[config.mk]
export PLATFORM = sky130hd
export DESIGN_NAME = cstd_div
export DESIGN_NICKNAME = d
export VERILOG_FILES = /design/src/cstd_pkg.sv /design/src/cstd_div.sv
export SDC_FILE = /design/constraint.sdc
export NUM_CORES = 2
export LEC_CHECK = 0
export ABC_AREA = 0
export ABC_CLOCK_PERIOD_IN_PS = 10640
export BUFFER_PORTS_ARGS = -buffer_cell sky130_fd_sc_hd__buf_2
export CORE_MARGIN = 2
export CORE_UTILIZATION = 55
export DETAILED_ROUTE_END_ITERATION = 8
export PLACE_DENSITY_LB_ADDON = 0.08
export SLEW_MARGIN = 20
export SYNTH_ARGS = -nofsm -noshare
export SYNTH_HDL_FRONTEND = slang
export SYNTH_SLANG_ARGS = --single-unit
[constraint.sdc]
create_clock -name clk -period 10.64 [get_ports clk]
set_input_delay 2.128 -clock clk [delete_from_list [all_inputs] [get_ports clk]]
set_output_delay 2.128 -clock clk [all_outputs]
set_load 0.02 [all_outputs]
[src/cstd_pkg.sv]
`timescale 1ns / 1ps
// ----------------------------------------------------------------------------
// cstd_pkg
// Types, constants and helpers for the concentric square-to-disk mapper.
// ----------------------------------------------------------------------------
package cstd_pkg;

  localparam int COORD_BITS   = 16;
  localparam int CORDIC_STEPS = 16;
  localparam int ATAN_COUNT   = 25;
  localparam int CSTEPS       = (CORDIC_STEPS < ATAN_COUNT) ? CORDIC_STEPS : ATAN_COUNT;

  localparam int WFRAC = 30;
  localparam logic [31:0] KINV_Q32 = 32'h9B74EDA8;
  localparam int OUT_MAX = 32767;

  // centred coordinate, radius and divider widths
  localparam int A_W   = COORD_BITS + 2;
  localparam int R_W   = COORD_BITS + 1;
  localparam int REM_W = R_W + 1;
  localparam int DIV_BITS    = 30;
  localparam int DIV_PER_STG = 3;
  localparam int DIV_STG     = (DIV_BITS + DIV_PER_STG - 1) / DIV_PER_STG;

  // rotator widths
  localparam int W   = 34;
  localparam int Z_W = 33;
  localparam int ROT_PER_STG = 2;
  localparam int ROT_STG     = (CSTEPS + ROT_PER_STG - 1) / ROT_PER_STG;
  localparam int KSH = 32 - WFRAC + COORD_BITS;

  typedef struct packed {
    logic [15:0] seed_x;
    logic [15:0] seed_y;
  } in_item_t;

  typedef struct packed {
    logic signed [15:0] disk_x;
    logic signed [15:0] disk_y;
  } out_item_t;

  // per-item sideband carried alongside the divider
  typedef struct packed {
    logic [R_W-1:0] r;
    logic [1:0]     k;    // region, base angle k/4 turn
    logic           sub;  // quotient enters the angle negated
  } side_t;

  function automatic logic [31:0] atan_turns(input int i);
    logic [31:0] v;
    case (i)
      0:  v = 32'h20000000;
      1:  v = 32'h12E4051D;
      2:  v = 32'h09FB385B;
      3:  v = 32'h051111D4;
      4:  v = 32'h028B0D43;
      5:  v = 32'h0145D7E1;
      6:  v = 32'h00A2F61E;
      7:  v = 32'h00517C55;
      8:  v = 32'h0028BE53;
      9:  v = 32'h00145F2E;
      10: v = 32'h000A2F98;
      11: v = 32'h000517CC;
      12: v = 32'h00028BE6;
      13: v = 32'h000145F3;
      14: v = 32'h0000A2F9;
      15: v = 32'h0000517C;
      16: v = 32'h000028BE;
      17: v = 32'h0000145F;
      18: v = 32'h00000A2F;
      19: v = 32'h00000517;
      20: v = 32'h0000028B;
      21: v = 32'h00000145;
      22: v = 32'h000000A2;
      23: v = 32'h00000051;
      24: v = 32'h00000028;
      default: v = 32'h0;
    endcase
    return v;
  endfunction

  // round to Q1.15 and clamp
  function automatic logic signed [15:0] finish(input logic signed [W-1:0] v);
    logic signed [W-1:0] o;
    o = (v + (W'(1) <<< (WFRAC - 16))) >>> (WFRAC - 15);
    if (o > W'(OUT_MAX)) begin
      o = W'(OUT_MAX);
    end else if (o < -W'(OUT_MAX)) begin
      o = -W'(OUT_MAX);
    end
    return o[15:0];
  endfunction

endpackage

[src/cstd_div.sv]
`timescale 1ns / 1ps
// ----------------------------------------------------------------------------
// cstd_div
// Pipelined restoring divider: q = (n << 29) / d for n <= d, d != 0.
// ----------------------------------------------------------------------------
module cstd_div (
  input  logic                              clk,
  input  logic                              rst_n,
  input  logic                              en,
  input  logic                              in_valid,
  input  logic [cstd_pkg::R_W-1:0]          n,
  input  logic [cstd_pkg::R_W-1:0]          d,
  input  cstd_pkg::side_t                   side_in,
  output logic                              out_valid,
  output logic [cstd_pkg::DIV_BITS-1:0]     q,
  output cstd_pkg::side_t                   side_out
);
  import cstd_pkg::*;

  // divide n << 30 by 2d: every quotient bit is then a uniform shift-compare step
  logic [REM_W-1:0]    rem_q   [DIV_STG+1];
  logic [R_W-1:0]      d_q     [DIV_STG+1];
  logic [DIV_BITS-1:0] quo_q   [DIV_STG+1];
  side_t               side_q  [DIV_STG+1];
  logic                v_q     [DIV_STG+1];

  assign rem_q[0]  = REM_W'(n);
  assign d_q[0]    = d;
  assign quo_q[0]  = '0;
  assign side_q[0] = side_in;
  assign v_q[0]    = in_valid;

  for (genvar s = 0; s < DIV_STG; s++) begin : g_stg
    logic [REM_W-1:0]    rem_nxt, rem_r;
    logic [DIV_BITS-1:0] quo_nxt, quo_r;
    logic [R_W-1:0]      d_r;
    side_t               side_r;
    logic                v_r;

    always_comb begin
      logic [REM_W:0] t;
      logic [REM_W:0] dd;
      rem_nxt = rem_q[s];
      quo_nxt = quo_q[s];
      dd      = {1'b0, d_q[s], 1'b0};
      for (int j = 0; j < DIV_PER_STG; j++) begin
        if (s * DIV_PER_STG + j < DIV_BITS) begin
          t = {rem_nxt, 1'b0};
          if (t >= dd) begin
            rem_nxt = REM_W'(t - dd);
            quo_nxt = {quo_nxt[DIV_BITS-2:0], 1'b1};
          end else begin
            rem_nxt = t[REM_W-1:0];
            quo_nxt = {quo_nxt[DIV_BITS-2:0], 1'b0};
          end
        end
      end
    end

    always_ff @(posedge clk) begin
      if (!rst_n) begin
        v_r <= 1'b0;
      end else if (en) begin
        v_r <= v_q[s];
      end
    end

    always_ff @(posedge clk) begin
      if (en) begin
        rem_r  <= rem_nxt;
        quo_r  <= quo_nxt;
        d_r    <= d_q[s];
        side_r <= side_q[s];
      end
    end

    assign rem_q[s+1]  = rem_r;
    assign quo_q[s+1]  = quo_r;
    assign d_q[s+1]    = d_r;
    assign side_q[s+1] = side_r;
    assign v_q[s+1]    = v_r;
  end

  assign out_valid = v_q[DIV_STG];
  assign q         = quo_q[DIV_STG];
  assign side_out  = side_q[DIV_STG];

endmodule

==> out/results.tsv <==
metric	value	unit
crit path DAT	10.37	ns
unrepaired setup endpoints after global routing	false	
die width	300.6	µm
worst min path class	reg2reg	
Placed Instances	5787	
Rel. slew slack	0.3125	
WL/cell	19.09	µm
first-pass GRT wire length	177700	µm
#FFs+latches synth	681	
Routed Antenna Nets	0	
DRT Pass-1 Iters	5	
M3 GR Usage	0.02994	
CP Depth	30	
capturing point of the worst reg2reg path	g_stg[5].rem_r[3]	
initial antenna violation count	0	
worst reg2reg setup slack	0.77	ns
Worst Hold Depth	0	
Clock Path Buffers	3	
GPL Wtd Cong	0.9361	
GR peak layer	met2	
largest net degree at the start of global routing	154	
met1 usage	0.3495	
vias in the first global route	33000	
worst setup path endpoint	g_stg[0].rem_r[14]	
worst path required time	11.06	ns
most used cell, CP	o21ai_0	
Max Cap Violations	0	
TritonCTS Sinks	681	
Post-Syn Area	48370	µm²
simple-gate share of the synthesized area	0.1094	
final setup fails	0	
clock-pin slew on the worst setup and hold paths	0.06	ns
Adder-Cell Fraction of Synth Area	0.1313	
worst slack at placement	0.1491	ns
IO Port Bufs	108	
CP Capture Type	flop	
pin slew with the least headroom to its limit	1.031	ns
Mapped Cells	4567	
Crit path max-delay family	compound AO/OA/AOI/OAI gates	
Tcrit/Tclk final	0.9355	
Area growth syn-to-layout	9.094	%
Synth Area in XOR/XNOR	0.07007	
outcome	finished, final reports clean	
Worst Setup Start Kind	input port	
# rows	108	
Mapped Avg Cell Area	10.59	µm²
Worst-Skew Late Latency	0.68	ns
Total Routing Usage GR	0.2480	
fin nets	5268	
final HPWL from detailed placement	87470	µm
Non-Filler Instances	5921	
die area	90340	µm²
DIE HEIGHT	300.6	µm
share of cells above drive strength 1	0.1213	
slowest stage cell, crit path	and2_1	
DR iter-0 viols	2562	
reg2reg start	g_stg[4].d_r[0]	
Fin. Hold Viols	0	
number of buffers created by CTS	75	
met2 Usage GRT	0.3982	
crit path launch	d[4]	
CORE AREA	87020	µm²
setup TNS	0	ns
WP buf/inv	3	
sequential area share after synthesis	0.4207	
Netlist cell types	94	
Vias/cell	5.908	
fin worst setup slack	0.6864	ns
Boundary Pins	109	
Setup Skew	0.05503	ns
Initial Util	0.5559	
# H-tree levels	3	
WHS	0.4071	ns
grt ovf	0	
mux contribution to synthesized area	0.07116	
Ys Warns	0	
asr flop ratio synth	0	
slowest cell delay on critical path	0.54	ns
Via Count	34980	
ant diodes	0	
main combinational cell family by area after synthesis	compound AO/OA/AOI/OAI gates	
number of flops mapped to enable cells by yosys	671	
drc violations	0	
Pins Over Slew Limit	0	
Main synth FF type	edfxtp_1	
Crit Path Max Fanout	15	
CTS root buf	clkbuf_16	
critical path class	in2reg	
DRT Wirelength	113100	µm
Synth Area in Compound Gates	0.1671	
Syn Nets	5126	
Post CTS Setup Buffer Count	0	
Max Clock Freq	100.5	MHz
R2R cell count	29	
Final min period	9.954	ns
CTS tree	yes	
## cells by family (layout without fill, tap and decap cells)
logic type      count (synthesis)  after routing
mux                           309            309
buf+inv                       377            576
fa+ha+maj                     501            501
compound gates               1241           1241
flops                         681            681
simple gates                 1071           1071
xor+xnor                      387            387
## cells in the mapped netlist, types with 9 or more instances
cell | instances | area [µm²]
clkbuf_1 | 41 | 153.9
and3_1 | 32 | 200.2
nand2b_1 | 70 | 437.9
edfxtp_1 | 671 | 20150
inv_1 | 298 | 1119
nor2_1 | 296 | 1111
a2111oi_0 | 9 | 78.83
a21o_1 | 144 | 1081
a211oi_1 | 52 | 390.4
mux2_2 | 254 | 2860
mux2i_1 | 48 | 480.5
o221ai_1 | 18 | 157.7
xnor2_1 | 279 | 2444
ha_1 | 490 | 6131
and4_1 | 13 | 113.9
o21bai_1 | 48 | 360.4
nand4_1 | 44 | 275.3
a21oi_1 | 369 | 1847
a21boi_0 | 15 | 112.6
a31o_2 | 14 | 122.6
nand3b_1 | 11 | 82.58
or2_2 | 24 | 150.1
nand3_1 | 88 | 440.4
or3_1 | 37 | 231.5
o21a_1 | 77 | 578.1
dfxtp_1 | 10 | 200.2
a211o_1 | 15 | 131.4
a31oi_1 | 36 | 225.2
nand2_1 | 227 | 852.1
xor2_1 | 108 | 945.9
fa_1 | 11 | 220.2
and2_1 | 37 | 231.5
o21ai_0 | 235 | 1176
o31a_1 | 22 | 192.7
nor2b_1 | 70 | 437.9
nor4_1 | 17 | 106.4
nor3_1 | 82 | 410.4
o22ai_1 | 9 | 56.30
o21ai_1 | 9 | 45.04
o211ai_1 | 35 | 262.8
buf_2 | 20 | 100.1
o31ai_1 | 30 | 225.2
## routing by layer
metal / vias to the layer above / part of all wire
met5: - / 0
met2: 728 / 0.46
met4: 0 / 0.028
met1: 16630 / 0.47
met3: 160 / 0.042
li1: 17460 / -
## through the flow
stage / util / instance area (µm²)
6_report: 0.6064 / 52770
2_1_floorplan: - / 48370
5_1_grt: 0.6064 / 52770
3_3_place_gp: 0.5779 / 50290
3_5_place_dp: 0.5779 / 50290
4_1_cts: 0.6064 / 52770
## state kept, by name (all words and copies together), names as in the netlist
register      count
g_stg.d_r       153
q                30
side_out         20
out_valid         1
g_stg.v_r         9
g_stg.rem_r     153
g_stg.side_r    180
g_stg.quo_r     135
## placed cells by master, fill, tap and decap left out, drive strengths merged, types with 77 or more instances in the layout
| master | Yosys | layout |
|---|---|---|
| a21o | 144 | 144 |
| a21oi | 371 | 371 |
| buf | 32 | 138 |
| clkbuf | 41 | 90 |
| edfxtp | 671 | 671 |
| ha | 490 | 490 |
| inv | 303 | 306 |
| mux2 | 261 | 261 |
| nand2 | 227 | 227 |
| nand3 | 88 | 88 |
| nor2 | 296 | 296 |
| nor3 | 83 | 83 |
| o21a | 77 | 77 |
| o21ai | 245 | 245 |
| xnor2 | 279 | 279 |
| xor2 | 108 | 108 |
## final cells by class
class	instances	area [µm²]
Fill cell	7344	34250
Sequential cell	681	20350
Clock buffer	90	1933
Multi-Input combinational cell	3509	26570
Tap cell	1155	1445
Clock inverter	44	549.3
Inverter	304	1141
Timing Repair Buffer	138	788.3
## worst min-delay path by stage
stage | from | slack, ns | to
final | g_stg[0].side_r[19] | 0.41 | g_stg[1].side_r[19]
after global routing | g_stg[7].quo_r[17] | 0.41 | g_stg[8].quo_r[20]
after CTS | g_stg[6].quo_r[4] | 0.40 | g_stg[7].quo_r[7]
after detailed placement | g_stg[0].side_r[19] | 0.40 | g_stg[1].side_r[19]
after global placement | g_stg[6].side_r[5] | 0.40 | g_stg[7].side_r[5]
after floorplan | g_stg[0].quo_r[0] | 0.40 | g_stg[1].quo_r[3]
## what timing repair did
item,CTS,global route
gates resized for setup,0,1
hold buffers,0,0
endpoints found under the setup margin,0,14
Power is not shown: default switching activity piles up to over one toggle a cycle in this logic, so the estimate is an artifact.
